## src/rtl/sqp_pkg.sv

```systemverilog
// sqp_pkg: item types, status codes and constants for the sorted priority queue
// no dependencies; imported by sorted_insert_priority_queue
`timescale 1ns / 1ps

package sqp_pkg;

  // request kinds
  localparam logic REQ_ENQ = 1'b0;
  localparam logic REQ_DEQ = 1'b1;

  // result status codes
  localparam logic [1:0] ST_ENQUEUED = 2'd0;
  localparam logic [1:0] ST_FULL     = 2'd1;
  localparam logic [1:0] ST_DEQUEUED = 2'd2;
  localparam logic [1:0] ST_EMPTY    = 2'd3;

  // value returned by a dequeue on an empty queue
  localparam logic signed [31:0] EMPTY_VALUE = -32'sd1;

  // request item
  typedef struct packed {
    logic               req_type;
    logic signed [31:0] item_value;
    logic        [15:0] item_priority;
  } in_t;

  // result item
  typedef struct packed {
    logic        [1:0]  status;
    logic signed [31:0] data_out;
    logic        [3:0]  occupancy;
  } out_t;

  // one stored queue entry
  typedef struct packed {
    logic        [15:0] prio;
    logic signed [31:0] value;
  } entry_t;

endpackage

```

## src/rtl/sorted_insert_priority_queue.sv

```systemverilog
// sorted_insert_priority_queue: bounded priority queue kept sorted in a memory
// depends on sqp_pkg (item types, status codes)
`timescale 1ns / 1ps

// Usage
// - req channel (req_valid / req_stall / req): one item is either an enqueue
//   (value and priority) or a dequeue. It is taken when req_valid is high and
//   req_stall is low. req_stall stays high while an item is being worked on.
// - rsp channel (rsp_valid / rsp_stall / rsp): exactly one result per item,
//   in order: status, removed value (-1 on empty, 0 on enqueue) and the
//   number of stored entries after the item (modulo 16).
// - entries live in a DEPTH-deep single-write, single-read memory with a
//   registered read port; one sequencer walks it one entry at a time.
// - an enqueue walks back from the tail, moving each entry with a larger
//   priority number back one place, then writes the new entry into the
//   hole; a dequeue reads the front entry as the result and moves the rest
//   forward one place; a rejected enqueue and a dequeue on empty do no walk.
//   Each step of the walk costs a memory read then a compare-and-write, so
//   the walk sets the rate: no new item is taken until the result goes out.
// - a new item is taken while an earlier result still waits in the output
//   register; the walk then holds in its final state until that register
//   frees, so a stalled receiver loses nothing.
// - reset clears the entry count and the handshake state; memory contents
//   are not cleared, since only entries below the count are ever read.
module sorted_insert_priority_queue #(
  parameter int DEPTH = 8
) (
  input  logic          clk,
  input  logic          rst,
  input  logic          req_valid,
  output logic          req_stall,
  input  sqp_pkg::in_t  req,
  output logic          rsp_valid,
  input  logic          rsp_stall,
  output sqp_pkg::out_t rsp
);
  import sqp_pkg::*;

  localparam int AW = (DEPTH > 1) ? $clog2(DEPTH) : 1;
  localparam int CW = $clog2(DEPTH + 1);

  typedef enum logic [5:0] {
    S_IDLE    = 6'b000001,
    S_ENQ_RD  = 6'b000010,
    S_ENQ_CMP = 6'b000100,
    S_ENQ_PUT = 6'b001000,
    S_DEQ_RD  = 6'b010000,
    S_DEQ_MV  = 6'b100000
  } state_t;

  // sequencer and bookkeeping registers
  state_t          state, state_next;
  logic            done, done_next;
  logic [CW-1:0]   count;
  logic [CW-1:0]   count_pend, count_pend_next;
  logic [CW-1:0]   pos, pos_next;
  in_t             req_q;
  out_t            res, res_next;

  // entry memory
  entry_t          mem [DEPTH];
  entry_t          rd_data;
  logic [AW-1:0]   rd_addr;
  logic            wr_en;
  logic [AW-1:0]   wr_addr;
  entry_t          wr_data;

  logic [CW-1:0]   pos_inc;
  logic [CW-1:0]   pos_dec;
  logic            rsp_free;
  logic            req_take;

  assign pos_inc  = pos + CW'(1);
  assign pos_dec  = pos - CW'(1);
  assign rsp_free = !rsp_valid || !rsp_stall;
  assign req_stall = (state != S_IDLE) || done;
  assign req_take  = req_valid && !req_stall;

  // memory write and registered read
  always_ff @(posedge clk) begin
    if (wr_en) begin
      mem[wr_addr] <= wr_data;
    end
    rd_data <= mem[rd_addr];
  end

  // sequencer: walk the sorted array one entry per step
  always_comb begin
    state_next      = state;
    done_next       = done;
    count_pend_next = count_pend;
    pos_next        = pos;
    res_next        = res;
    rd_addr         = pos[AW-1:0];
    wr_en           = 1'b0;
    wr_addr         = pos[AW-1:0];
    wr_data         = rd_data;

    unique case (state)
      S_IDLE: begin
        if (done) begin
          if (rsp_free) begin
            done_next = 1'b0;
          end
        end else if (req_valid) begin
          if (req.req_type == REQ_ENQ) begin
            if (count == CW'(DEPTH)) begin
              res_next        = '{status: ST_FULL, data_out: '0, occupancy: 4'(count)};
              count_pend_next = count;
              done_next       = 1'b1;
            end else begin
              pos_next   = count;
              state_next = (count == '0) ? S_ENQ_PUT : S_ENQ_RD;
            end
          end else begin
            if (count == '0) begin
              res_next        = '{status: ST_EMPTY, data_out: EMPTY_VALUE,
                                  occupancy: 4'(count)};
              count_pend_next = count;
              done_next       = 1'b1;
            end else begin
              pos_next   = '0;
              state_next = S_DEQ_RD;
            end
          end
        end
      end
      // read the entry just in front of the hole
      S_ENQ_RD: begin
        rd_addr    = pos_dec[AW-1:0];
        state_next = S_ENQ_CMP;
      end
      // larger priority number moves back one place
      S_ENQ_CMP: begin
        if (rd_data.prio > req_q.item_priority) begin
          wr_en      = 1'b1;
          wr_data    = rd_data;
          pos_next   = pos_dec;
          state_next = (pos == CW'(1)) ? S_ENQ_PUT : S_ENQ_RD;
        end else begin
          state_next = S_ENQ_PUT;
        end
      end
      // drop the new entry into the hole
      S_ENQ_PUT: begin
        wr_en           = 1'b1;
        wr_data         = '{prio: req_q.item_priority, value: req_q.item_value};
        count_pend_next = count + CW'(1);
        res_next        = '{status: ST_ENQUEUED, data_out: '0,
                            occupancy: 4'(count + CW'(1))};
        done_next       = 1'b1;
        state_next      = S_IDLE;
      end
      S_DEQ_RD: begin
        state_next = S_DEQ_MV;
      end
      // front entry is the result, the rest move forward one place
      S_DEQ_MV: begin
        if (pos == '0) begin
          res_next.data_out = rd_data.value;
        end else begin
          wr_en   = 1'b1;
          wr_addr = pos_dec[AW-1:0];
          wr_data = rd_data;
        end
        pos_next = pos_inc;
        if (pos_inc < count) begin
          state_next = S_DEQ_RD;
        end else begin
          count_pend_next    = count - CW'(1);
          res_next.status    = ST_DEQUEUED;
          res_next.occupancy = 4'(count - CW'(1));
          done_next          = 1'b1;
          state_next         = S_IDLE;
        end
      end
      default: begin
        state_next = S_IDLE;
      end
    endcase
  end

  // control registers
  always_ff @(posedge clk) begin
    if (rst) begin
      state     <= S_IDLE;
      done      <= 1'b0;
      count     <= '0;
      rsp_valid <= 1'b0;
    end else begin
      state <= state_next;
      done  <= done_next;
      if (done && rsp_free) begin
        rsp_valid <= 1'b1;
        count     <= count_pend;
      end else if (rsp_valid && !rsp_stall) begin
        rsp_valid <= 1'b0;
      end
    end
  end

  // payload registers
  always_ff @(posedge clk) begin
    count_pend <= count_pend_next;
    pos        <= pos_next;
    res        <= res_next;
    if (req_take) begin
      req_q <= req;
    end
    if (done && rsp_free) begin
      rsp <= res;
    end
  end

`ifndef SYNTHESIS
  a_count_bound: assert property (@(posedge clk) disable iff (rst)
    count <= CW'(DEPTH))
    else $error("entry count above depth");

  a_full_status: assert property (@(posedge clk) disable iff (rst)
    rsp_valid && (rsp.status == ST_FULL) |-> count == CW'(DEPTH))
    else $error("full status while queue not full");

  a_empty_status: assert property (@(posedge clk) disable iff (rst)
    rsp_valid && (rsp.status == ST_EMPTY) |-> count == '0)
    else $error("empty status while queue holds entries");

  a_occupancy: assert property (@(posedge clk) disable iff (rst)
    rsp_valid |-> rsp.occupancy == 4'(count))
    else $error("reported occupancy differs from entry count");
`endif

endmodule
```

## config.mk

```make
export PLATFORM = sky130hd
export DESIGN_NAME = sorted_insert_priority_queue
export DESIGN_NICKNAME = d
export VERILOG_FILES = /design/src/rtl/sqp_pkg.sv /design/src/rtl/sorted_insert_priority_queue.sv
export SDC_FILE = /design/constraint.sdc
export NUM_CORES = 1
export LEC_CHECK = 0
export BUFFER_PORTS_ARGS = -buffer_cell sky130_fd_sc_hd__buf_2
export CAP_MARGIN = 10
export CELL_PAD_IN_SITES_DETAIL_PLACEMENT = 0
export CELL_PAD_IN_SITES_GLOBAL_PLACEMENT = 2
export CORE_MARGIN = 4
export CORE_UTILIZATION = 40
export CTS_CLUSTER_SIZE = 10
export DETAILED_ROUTE_END_ITERATION = 10
export PLACE_DENSITY_LB_ADDON = 0.1
export SLEW_MARGIN = 30
export SYNTH_ARGS = -nofsm -noshare
export SYNTH_HDL_FRONTEND = slang
export SYNTH_SLANG_ARGS = --single-unit
```

## constraint.sdc

```tcl
create_clock -name clk -period 7.63 [get_ports clk]
set_clock_uncertainty 0.1 [all_clocks]
set_input_delay 1.1445 -clock clk [delete_from_list [all_inputs] [get_ports clk]]
set_output_delay 1.1445 -clock clk [all_outputs]
set_load 0.05 [all_outputs]
```

---- After elaboration in Yosys (flattened, before gate mapping) ----
Memory sizes are Yosys's and may differ from the RTL's. A register that Yosys moved wholly into a read port is not among the register bits.
Index checks and enable logic that the tools add are counted.
operators by class
  add/subtract/negate cells ............... 4
  magnitude comparators ................... 2
  equal/unequal tests ..................... 18
  multiplexer cells ....................... 51
  reductions and logical operators ........ 18
operators by type and width
  cell                                                                     number
  38-bit two-way mux                                                       5
  38-bit case mux with 3 select lines                                      1
  4-bit two-way mux                                                        15
  48-bit two-way mux                                                       1
  32-bit two-way mux                                                       1
  6-bit two-way mux                                                        5
  6-bit case mux with 5 select lines                                       1
  4-bit case mux with 3 select lines                                       2
  6-bit AND reduction                                                      3
  16-bit greater-than comparator                                           1
  1-bit two-way mux                                                        13
  3-bit inequality test, second input constant                             4
  2-bit inequality test, second input constant                             5
  3-bit two-way mux                                                        3
  4-bit by 1-bit adder with 4-bit output, second input constant            2
  4-bit zero test                                                          2
  4-bit by 1-bit subtractor with 4-bit output, second input constant       2
  6-bit by 1-bit equality test with 1-bit output, second input constant    1
  6-bit by 2-bit equality test with 1-bit output, second input constant    1
  6-bit by 3-bit equality test with 1-bit output, second input constant    1
  6-bit by 4-bit equality test with 1-bit output, second input constant    1
  6-bit by 5-bit equality test with 1-bit output, second input constant    1
  6-bit equality test, second input constant                               1
  6-bit by 1-bit inequality test with 1-bit output, second input constant  1
  other kinds (13)                                                         20
word-level totals
  register bits after elaboration ......... 144
  memory bits (writable) .................. 384
  input bits .............................. 53
  output and inout bits ................... 40
  word-level logic and storage cells ...... 108
  memories kept ........................... 1
memory list
  name  words  width  rd ports  clocked after Yosys merged registers in  write ports  line                                text
  mem   8      48     1         1                                        1            sorted_insert_priority_queue.sv:61  entry_t mem [DEPTH];

---- Depth between registers and ports, before layout ----
Gate-level depths: netlist of the first run.
  word-level depth ........................ 7
  depth in mapped cells ................... 10

---- Worst setup path before layout of the first run ----
No wires, ideal clock.
  path type ............................... input -> register
  start ................................... in req_valid
  end ..................................... reg res[10] (netlist name), enable pin
  arrival time ............................ 5.485 ns
  data required time ...................... 7.098 ns
  path slack .............................. 1.613 ns
  cell stages on the path ................. 4
  path buffers ............................ 0
  cells stage by stage .................... nand2b_1 -> nor2_1 -> a21boi_0 -> a21oi_1
on the way
  longest elaborated chain between the ends .. 2
RTL lines
  element                          line                                 text
  start, declared                  sorted_insert_priority_queue.sv:30   input logic req_valid,
  2-bit inequality test (no line)  --
  6-bit AND reduction (no line)    --
  end signal, assigned             sorted_insert_priority_queue.sv:206  res <= res_next;
  end, declared                    sorted_insert_priority_queue.sv:58   out_t res, res_next;
Every way passes these cells.
A chain may end at the register's enable or synchronous reset.

---- Worst setup path in the final report of the first run ----
  start ................................... reg req_q[15] (netlist name)
  end ..................................... mem mem[1][40] (netlist name), enable pin
on the way
  longest elaborated chain between the ends .. 5
RTL lines
  element                                  line                                 text
  start, declared                          sorted_insert_priority_queue.sv:57   in_t req_q;
  start signal, assigned                   sorted_insert_priority_queue.sv:208  req_q <= req;
  16-bit greater-than comparator           sorted_insert_priority_queue.sv:135  if (rd_data.prio > req_q.item_priority) begin
  1-bit two-way mux                        sorted_insert_priority_queue.sv:135
  1-bit case mux with 3 select lines       sorted_insert_priority_queue.sv:99   unique case (state)
  1-bit two-way mux                        sorted_insert_priority_queue.sv:81   if (wr_en) begin
  1-bit two-way mux (not written as such)  sorted_insert_priority_queue.sv:82   mem[wr_addr] <= wr_data;
  end, declared                            sorted_insert_priority_queue.sv:61
Every way passes these cells.

==> key figures, run 1 <==
Logic synthesis
  – Mapped Nets: 1447
  – Synth area leader: edfxtp_1
  – Synth warn: 0
  – Ys flop type: edfxtp_1
  – Synth cell count leaders: 512 x edfxtp_1, 230 x nand2_1, 145 x mux2i_1
  – FF+latch count, synth: 572
  – Mapped Area: 22200 um^2
  – Register area share after synthesis: 74.7%
  – Most numerous cell in the Yosys netlist: edfxtp_1
  – Netlist cell types: 57
  – Top cells by area, synth: edfxtp_1 69%, mux2i_1 6.5%, dfxtp_1 5.4%, nand2_1 3.9%, a221oi_2 3.2%
  – Share of async-settable or async-resettable flops after synthesis: 0%
  – Top cell type's share of synthesized area: 69.3%
  – Post-synthesis instance total: 1370
  – Mean Syn Cell Area: 16.2 um^2
  – Number of flops mapped to enable cells by yosys: 512

Power
  – P_leak: 9.24 nW
  – P per Cell Area: 354 nW/um^2
  – VDD IR max: 0.165 mV
  – Tot Pwr: 0.00904 W

CTS
  – Post-CTS Resized: 0
  – Post-CTS Setup Bufs: 0
  – H-tree depth: 3
  – CTS tree: yes
  – Maximum clock path buffer count: 3
  – Clock Latency Late Sink: 590 ps
  – # clock sinks: 572
  – CTS clk-pin slew, worst paths: 50 ps
  – Hold Buf Count CTS: 0
  – CTS root buf: clkbuf_16
  – Num CTS Buffers: 69

Floorplan
  – Die area: 59300 um^2
  – Core ar.: 55000 um^2
  – Die Y: 244 um
  – Initial Utilization: 40.4%
  – I/O pin count: 93
  – Row count: 86
  – Die width: 244 um

Drt
  – DR iter-0 viols: 736
  – DR WL/cell: 21.5 um
  – Vias/cell: 5.08
  – 1st-pass router iterations: 7
  – Via count: 11575
  – Final wirelength: 49.1 mm
  – Number of antenna-violating nets in the routed design: 0
  – DRC Markers: 0

Timing
  – Unrepaired setup endpoints after global routing: no
  – Worst-margin pin slew: 936 ps
  – Finish-stage setup viols: 0
  – Final Critical Period: 4060 ps
  – Final hold vios: 0
  – Final TNS setup: 0 ps
  – Highest clock rate: 0.246 GHz
  – Tcrit/Tclk final: 53.2%
  – Min Hold Slack: 316 ps
  – Max-slew violations: 0
  – Rel. slew slack: 37.3%

Worst hold path
  – Worst Hold Class: reg2reg

Placement
  – Placed Area: 23500 um^2
  – DP HPWL: 25.8 mm
  – IO Port Bufs: 92
  – GP Congestion: 0.721

Final layout
  – P&R area growth vs syn: 15.1%
  – Share of cells above drive strength 1: 17.6%
  – N_diodes: 0
  – Cell area after layout: 25600 um^2
  – Final net count: 1557

Setup path
  – Setup crit end kind: flip-flop
  – Worst-path maximum fanout: 32
  – WP data arrival: 4170 ps
  – CP startpoint kind: flip-flop
  – Kind of critical path: reg2reg
  – CP required: 7740 ps

GRT
  – Pin count of the biggest net entering global routing: 108
  – First-pass GRT wire length: 75.1 mm
  – Initial antenna violation count: 1
  – Grt ovf: 0
  – Vias in the first global route: 11973
  – Global-route usage over all layers: 16.6%

Job
  – Max cap viols: 0

Run status
  – Status: finished clean
## power breakdown
group          total (W)  switching, W  internal, W
Combinational    0.00180       0.00126     0.000535
Clock            0.00301       0.00120      0.00180
Sequential       0.00423      0.000155      0.00408
## sequential cells by signal, indices dropped and copies added, names as in the netlist
signal	count
count_pend	4
state	6
count	4
rsp_valid	1
req_q	48
mem	384
rd_data	48
pos	4
rsp	38
done	1
res	34
## stage by stage
step / util [%] / setup WS (ps) / cells
floorplan: - / 1610 / 1370
global placement: 42.7 / 3650 / 2156
detailed placement: 42.7 / 3490 / 2157
CTS: 46.5 / 3470 / 2280
global route: 46.5 / 3120 / 2280
finish: 46.5 / 3570 / 2280
## routing by layer
metal,vias up,global-route usage [%],routed length (um)
met4,0,5.16,1130
met2,199,27.6,23500
met3,77,2.75,1610
li1,5486,-,-
met1,5813,22.6,22900
met5,-,0,0
## path summary, 6_finish.rpt
check	startpoint	to	slack (ps)	depth (start not counted)
setup / recovery	req_q[15]$_DFFE_PP_	mem[1][40]$_DFFE_PP_	3570	9
hold / removal	res[17]$_DFFE_PP_	rsp[17]$_DFFE_PP_	320	0
setup reg to reg	req_q[15]$_DFFE_PP_	mem[1][40]$_DFFE_PP_	3570	9
hold reg to reg	res[17]$_DFFE_PP_	rsp[17]$_DFFE_PP_	320	0
## kinds of logic after synthesis
| kind of cell | synth area share (%) |
|---|---|
| AOI/OAI and AO/OA | 8.60 |
| xor gates and xnor gates | 0.434 |
| adders and majority gates | 1.35 |
| buffers and inverters | 2.53 |
| DFF | 74.7 |
| muxes | 6.54 |
| and+or+nand+nor | 5.87 |
## cell type report
class                      count  area, um^2
inverter                      24        90.1
timing repair buffer         116         657
sequential                   572       16600
clock buffer                 116        1990
fill                        4785       29400
multi-input combinational    697        5220
clock inverter                 7        92.6
tap                          748         936
## worst max-delay path, cell delays in order (launching register included)
cell,delay (ps)
edfxtp_1,320
inv_1,50
ha_1,290
nand4_1,180
nor4_1,550
a21bo_2,290
nand4_1,220
a31oi_1,380
nor2_4,670
buf_4,630
## cells in the final DEF, fill, tap and decap left out, drive strengths merged, types with 8 or more instances in the layout
cell type and n:
a21o 33, a21oi 19, a221oi 49, a32o 48
buf 116, clkbuf 116, dfxtp 60, edfxtp 512
ha 24, inv 26, mux2i 145, nand2 230
nor2 38, o21ai 25, xnor2 8
(Power assumes the default switching activity.)
==> run 2: changes to the inputs <==
--- a/config.mk
+++ b/config.mk
@@ -5,12 +5,13 @@
 export SDC_FILE = /design/constraint.sdc
 export NUM_CORES = 1
 export LEC_CHECK = 0
+export ABC_AREA = 1
 export BUFFER_PORTS_ARGS = -buffer_cell sky130_fd_sc_hd__buf_2
 export CAP_MARGIN = 10
 export CELL_PAD_IN_SITES_DETAIL_PLACEMENT = 0
 export CELL_PAD_IN_SITES_GLOBAL_PLACEMENT = 2
 export CORE_MARGIN = 4
-export CORE_UTILIZATION = 40
+export CORE_UTILIZATION = 38
 export CTS_CLUSTER_SIZE = 10
 export DETAILED_ROUTE_END_ITERATION = 10
 export PLACE_DENSITY_LB_ADDON = 0.1
==> constraint.sdc (replaced) <==
create_clock -name clk -period 3.7 [get_ports clk]
set_clock_uncertainty 0.1 [all_clocks]
set_input_delay 0.555 -clock clk [delete_from_list [all_inputs] [get_ports clk]]
set_output_delay 0.555 -clock clk [all_outputs]
set_load 0.05 [all_outputs]
==> run 2 against run 1 <==
Effect of this change:
- maximum frequency grew 37%
- design area grew 4.0%
- synthesized cell count grew 39%
- first-iteration DRC count grew 5.2%
- worst setup slack lost 2800 ps
- sequential power grew 120%
- count of clock-buffer cells in the layout shrank 1
- wire length grew 6.2%
- combinational power grew to 3.4 times the previous value
- via count grew 16%
- non-clock buffer count grew 25
- register-to-register slack lost 2800 ps
- largest cell class unchanged
==> key figures, run 2 <==
Drt
  – Vias/cell: 4.72
  – Via count: 13466
  – DR iter-0 viols: 774
  – DRC Markers: 0
  – DR WL/cell: 18.3 um
  – 1st-pass router iterations: 5
  – Final wirelength: 52.2 mm
  – Number of antenna-violating nets in the routed design: 0

Timing
  – Worst setup margin: 744 ps
  – Max-slew violations: 0
  – Finish-stage setup viols: 0
  – Final hold vios: 0
  – Unrepaired setup endpoints after global routing: no
  – Highest clock rate: 0.338 GHz
  – Final Critical Period: 2960 ps
  – Tcrit/Tclk final: 79.9%
  – Worst-margin pin slew: 970 ps
  – Min Hold Slack: 40.0 ps
  – Rel. slew slack: 34.7%

Final layout
  – Final core utilization: 44.8%
  – Commonest non-fill, non-tap cell in the layout: nand2_1
  – Final net count: 2104
  – Non-filler cells, final: 2851
  – FILL cells: 5471
  – N_diodes: 0
  – Largest regs: mem (384), rd_data (48), req_q (48)
  – Top reg by flops: mem
  – P&R area growth vs syn: 16.1%
  – Max reg flops: 384
  – Share of cells above drive strength 1: 11.0%
  – Most frequent cells in the layout: 600 x nand2_1, 512 x edfxtp_1, 263 x inv_1, 196 x o211ai_1, 92 x buf_2

Logic synthesis
  – FF+latch count, synth: 572
  – Adder-Cell Fraction of Synth Area: 1.31%
  – Synth warn: 0
  – Mapped Nets: 1983
  – Most numerous cell in the Yosys netlist: nand2_1
  – Ys flop type: edfxtp_1
  – Synth cell count leaders: 602 x nand2_1, 512 x edfxtp_1, 264 x inv_1
  – Register area share after synthesis: 72.4%
  – Post-Synth Simple-Gate Area: 11.1%
  – Mean Syn Cell Area: 12.0 um^2
  – Post-synthesis instance total: 1906
  – Top cell type's share of synthesized area: 67.2%
  – Top cells by area, synth: edfxtp_1 67%, nand2_1 9.9%, o211ai_1 6.4%, dfxtp_1 5.2%, inv_1 4.3%
  – Number of flops mapped to enable cells by yosys: 512
  – Multiplexer share of the synthesized area: 0%
  – Mapped Area: 22900 um^2
  – Synth area leader: edfxtp_1
  – Share of async-settable or async-resettable flops after synthesis: 0%
  – Synth Area in Compound Gates: 8.54%
  – Netlist cell types: 31
  – XOR/XNOR Fraction of Synth Area: 0.268%
  – Largest family of logic cells by synthesized area: simple AND/OR/NAND/NOR gates

GRT
  – Initial antenna violation count: 1
  – Global-route usage over all layers: 16.4%
  – First-pass GRT wire length: 80.0 mm
  – Vias in the first global route: 13254
  – Grt ovf: 0
  – Pin count of the biggest net entering global routing: 97

CTS
  – Clock Latency Late Sink: 590 ps
  – CTS clk-pin slew, worst paths: 60 ps
  – Post-CTS Resized: 0
  – CTS tree: yes
  – Num CTS Buffers: 68
  – H-tree depth: 3
  – Maximum clock path buffer count: 3
  – CTS root buf: clkbuf_16
  – Post-CTS Setup Bufs: 0
  – Hold Buf Count CTS: 10
  – # clock sinks: 572

Power
  – VDD IR max: 0.733 mV
  – Tot Pwr: 0.0215 W
  – P_leak: 10.4 nW
  – P per Cell Area: 809 nW/um^2

Worst hold path
  – Worst Hold Class: in2reg

Setup path
  – CP required: 3870 ps
  – Worst-path maximum fanout: 30
  – WP data arrival: 3120 ps
  – CP startpoint kind: flip-flop
  – Kind of critical path: reg2reg
  – Setup crit end kind: flip-flop

Run status
  – Status: finished clean

Placement
  – Pre-CTS WS: 751 ps
  – GP Congestion: 0.719
  – DP HPWL: 30.7 mm
  – Placed cell count: 2720
  – IO Port Bufs: 92

Floorplan
  – I/O pin count: 93
  – Die area: 64200 um^2
  – Row count: 89
  – Die Y: 253 um
  – Initial Utilization: 38.6%
  – Die width: 253 um
  – Core ar.: 59400 um^2

Job
  – Max cap viols: 0
run 2: cell types whose count changed in the layout (fill, tap and decap cells not counted), sizes merged, moves of 36 or more:
cell    delta
mux2i    -145
inv      +243
nand2    +372
o211ai   +193
o21ai     +36
a32o      -48
a221oi    -49
run 2: cell families (layout without fill, tap and decap cells):
logic type               count (synthesis)  in the layout
buffers and inverters                  358            530
AO/OA/AOI/OAI                          284            284
XOR/XNOR                                 7              7
adder cells (fa/ha/maj)                 24             24
AND/OR/NAND/NOR                        661            661
flip-flops                             572            572
run 2: where the power goes:
| group | internal [W] | switching [W] |
|---|---|---|
| Combinational | 0.00164 | 0.00449 |
| Sequential | 0.00887 | 0.000427 |
| Clock | 0.00358 | 0.00249 |
run 2: stage by stage:
| stage | TNS [ps] | area (um^2) |
|---|---|---|
| after detailed placement | 0 | 24500 |
| after global routing | 0 | 26600 |
| after global placement | 0 | 24500 |
| after CTS | 0 | 26600 |
| after floorplan | -89270 | 22900 |
| final | 0 | 26600 |
run 2: final timing paths:
path / cells past startpoint / end / start / slack (ps)
hold reg to reg: 0 / rsp[24]$_DFFE_PP_ / res[24]$_DFFE_PP_ / 320
hold / removal: 1 / req_q[46]$_DFFE_PP_ / req[46] / 40
setup / recovery: 8 / mem[1][26]$_DFFE_PP_ / pos[0]$_DFFE_PP_ / 740
setup reg to reg: 8 / mem[1][26]$_DFFE_PP_ / pos[0]$_DFFE_PP_ / 740
run 2: cell type report:
class	count	area, um^2	share of cell area [%]
multi-input combinational	976	4970	18.7
tap	773	967	3.64
inverter	268	1010	3.79
clock inverter	6	57.6	0.217
sequential	572	16600	62.4
timing repair buffer	141	1040	3.92
clock buffer	115	1950	7.35
run 2: per-layer routing:
layer	routed length, um	track usage (%)	vias to the layer above
met4	885	4.10	0
met2	24400	26.6	224
met1	24800	22.9	6394
li1	-	-	6779
met3	2040	3.10	69
met5	0	0	-
run 2: worst max-delay path, cell delays in order (launching register included):
cell and delay (ps):
edfxtp_1 480, inv_1 160, ha_1 260, xnor2_1 350, inv_1 80, a22oi_1 350, nand2_1 230, nor2_4 340
buf_12 280
==> run 3: changes to the inputs <==
--- a/config.mk
+++ b/config.mk
@@ -5,13 +5,13 @@
 export SDC_FILE = /design/constraint.sdc
 export NUM_CORES = 1
 export LEC_CHECK = 0
-export ABC_AREA = 1
+export ABC_AREA = 0
 export BUFFER_PORTS_ARGS = -buffer_cell sky130_fd_sc_hd__buf_2
 export CAP_MARGIN = 10
 export CELL_PAD_IN_SITES_DETAIL_PLACEMENT = 0
 export CELL_PAD_IN_SITES_GLOBAL_PLACEMENT = 2
 export CORE_MARGIN = 4
-export CORE_UTILIZATION = 38
+export CORE_UTILIZATION = 40
 export CTS_CLUSTER_SIZE = 10
 export DETAILED_ROUTE_END_ITERATION = 10
 export PLACE_DENSITY_LB_ADDON = 0.1
==> constraint.sdc (replaced) <==
create_clock -name clk -period 2.86 [get_ports clk]
set_clock_uncertainty 0.1 [all_clocks]
set_input_delay 0.429 -clock clk [delete_from_list [all_inputs] [get_ports clk]]
set_output_delay 0.429 -clock clk [all_outputs]
set_load 0.05 [all_outputs]
==> run 3 against run 2 <==
Effect of this change:
- hold slack better by 9.7 ps
- worst setup slack worse by 560 ps
- total power up 14%
- die area down 7.6%
- maximum frequency up 10%
- register-to-register slack worse by 560 ps
- sequential share of layout area down 0.39 points
- count of clock-buffer cells in the layout up 4
- via count down 11%
- first-iteration DRC count down 1.7%
- critical path type unchanged
- critical endpoint is now rd_data[12]$_DFF_P_
==> key figures, run 3 (synthesized netlist as in run 1, its figures left out) <==
Run status
  – Status: finished clean

Setup path
  – CP max stage cell: o2bb2ai_4
  – Critical-path cell list: inv_1 > ha_1 > xor2_1 > o2bb2ai_4 > buf_4 > a221oi_2
  – Worst-path maximum fanout: 18
  – Setup crit end kind: flip-flop
  – CP bufs+invs: 2
  – CP required: 3200 ps
  – Critical Path Max Stage Delay: 710 ps
  – Kind of critical path: reg2reg
  – WP data arrival: 3020 ps
  – Crit path max-delay family: compound AO/OA/AOI/OAI gates
  – CP startpoint kind: flip-flop

Timing
  – Tcrit/Tclk final: 93.7%
  – Highest clock rate: 0.373 GHz
  – Worst-margin pin slew: 940 ps
  – Final Critical Period: 2680 ps
  – Worst setup margin: 180 ps
  – Max-slew violations: 0
  – Finish-stage setup viols: 0
  – Min Hold Slack: 49.7 ps
  – Unrepaired setup endpoints after global routing: no
  – Final hold vios: 0
  – Final TNS setup: 0 ps
  – Rel. slew slack: 36.9%

Floorplan
  – Die area: 59300 um^2
  – Die width: 244 um
  – Row count: 86
  – I/O pin count: 93
  – Core ar.: 55000 um^2
  – Die Y: 244 um
  – Initial Utilization: 40.4%

Placement
  – DP HPWL: 30.9 mm
  – GP Congestion: 0.762
  – IO Port Bufs: 92
  – Placed Area: 24200 um^2
  – Pre-CTS WS: 47.2 ps

Drt
  – Final wirelength: 51.4 mm
  – Via count: 12051
  – DRC Markers: 0
  – DR iter-0 viols: 761
  – 1st-pass router iterations: 5
  – Vias/cell: 5.06
  – Number of antenna-violating nets in the routed design: 0
  – DR WL/cell: 21.6 um

Final layout
  – Largest regs: mem (384), rd_data (48), req_q (48)
  – Max reg flops: 384
  – Cell area after layout: 26700 um^2
  – N_diodes: 0
  – Most frequent cells in the layout: 512 x edfxtp_1, 229 x nand2_1, 145 x mux2i_1, 92 x buf_2, 70 x clkbuf_16
  – P&R area growth vs syn: 20.4%
  – Share of cells above drive strength 1: 19.6%
  – Final net count: 1656
  – Top reg by flops: mem
  – Commonest non-fill, non-tap cell in the layout: edfxtp_1

CTS
  – CTS root buf: clkbuf_16
  – # clock sinks: 572
  – Clock Latency Late Sink: 590 ps
  – CTS tree: yes
  – H-tree depth: 3
  – Num CTS Buffers: 68
  – CTS clk-pin slew, worst paths: 50 ps
  – Maximum clock path buffer count: 3

Job
  – Max cap viols: 0

Worst hold path
  – Worst Hold Class: in2reg

GRT
  – Initial antenna violation count: 2
  – Grt ovf: 0
  – Global-route usage over all layers: 17.4%
  – First-pass GRT wire length: 78.3 mm
  – Vias in the first global route: 12531
  – Pin count of the biggest net entering global routing: 49

Power
  – VDD IR max: 0.496 mV
  – P per Cell Area: 916 nW/um^2
  – P_leak: 9.77 nW
## run 3: changes by cell type in the layout (fill, tap and decap cells not counted), moves of 22 or more
cell	change
a32o_1	+48
nand2_1	-371
dlygate4sd3_1	+38
buf_4	+22
a21o_1	+30
a221oi_2	+48
o21ai_0	-25
mux2i_1	+145
o211ai_1	-193
inv_1	-239
## run 3: final timing paths
check	slack, ps	end	cells past startpoint	from
max reg2reg	180	rd_data[12]$_DFF_P_	6	pos[0]$_DFFE_PP_
min	50	rsp_valid$_SDFFE_PP0P_	3	rsp_stall
max	180	rd_data[12]$_DFF_P_	6	pos[0]$_DFFE_PP_
min reg2reg	310	rsp[10]$_DFFE_PP_	0	res[10]$_DFFE_PP_
## run 3: worst register-to-register path: cells and delay by family, from the launching register on
kind / cells / cell delay (ps)
AO/OA/AOI/OAI: 2 / 870
buffers and inverters: 2 / 600
flip-flops: 1 / 390
adder cells (fa/ha/maj): 1 / 360
XOR/XNOR: 1 / 220
## run 3: power breakdown
part / total [W] / internal [W] / switching [W]
logic: 0.00540 / 0.00179 / 0.00361
clock network: 0.00783 / 0.00461 / 0.00321
registers: 0.0113 / 0.0109 / 0.000386
## run 3: metal layers
layer | wire (um) | GRT usage (%) | part of all wire [%] | up-vias
li1 | - | - | - | 5698
met1 | 24200 | 24.2 | 47 | 6055
met2 | 24300 | 28.7 | 47 | 217
met3 | 1800 | 2.99 | 3.5 | 81
met4 | 1110 | 4.52 | 2.2 | 0
met5 | 0 | 0 | 0 | -
## run 3: area by class of cell
cell class | instances | area [um^2]
Fill cell | 4659 | 28200
Multi-Input combinational cell | 697 | 5260
Tap cell | 748 | 936
Clock inverter | 7 | 63.8
Clock buffer | 119 | 1950
Sequential cell | 572 | 16600
Inverter | 24 | 90.1
Timing Repair Buffer | 216 | 1870
## run 3: repair_timing
| action | CTS | global route |
|---|---|---|
| hold buffers | 48 | 0 |
| gates resized for setup | 0 | 2 |
| endpoints found under the hold margin | 48 | 0 |
| setup endpoints to repair | 0 | 346 |
| buffers inserted | 0 | 1 |
## run 3: through the flow
stage                     util [%]  cells  power (W)
after CTS                     48.6   2382     0.0248
after global placement        44.1   2208     0.0168
after detailed placement      44.1   2208     0.0169
after floorplan                  -   1370     0.0149
after global routing          48.6   2383     0.0257
final                         48.6   2383     0.0245
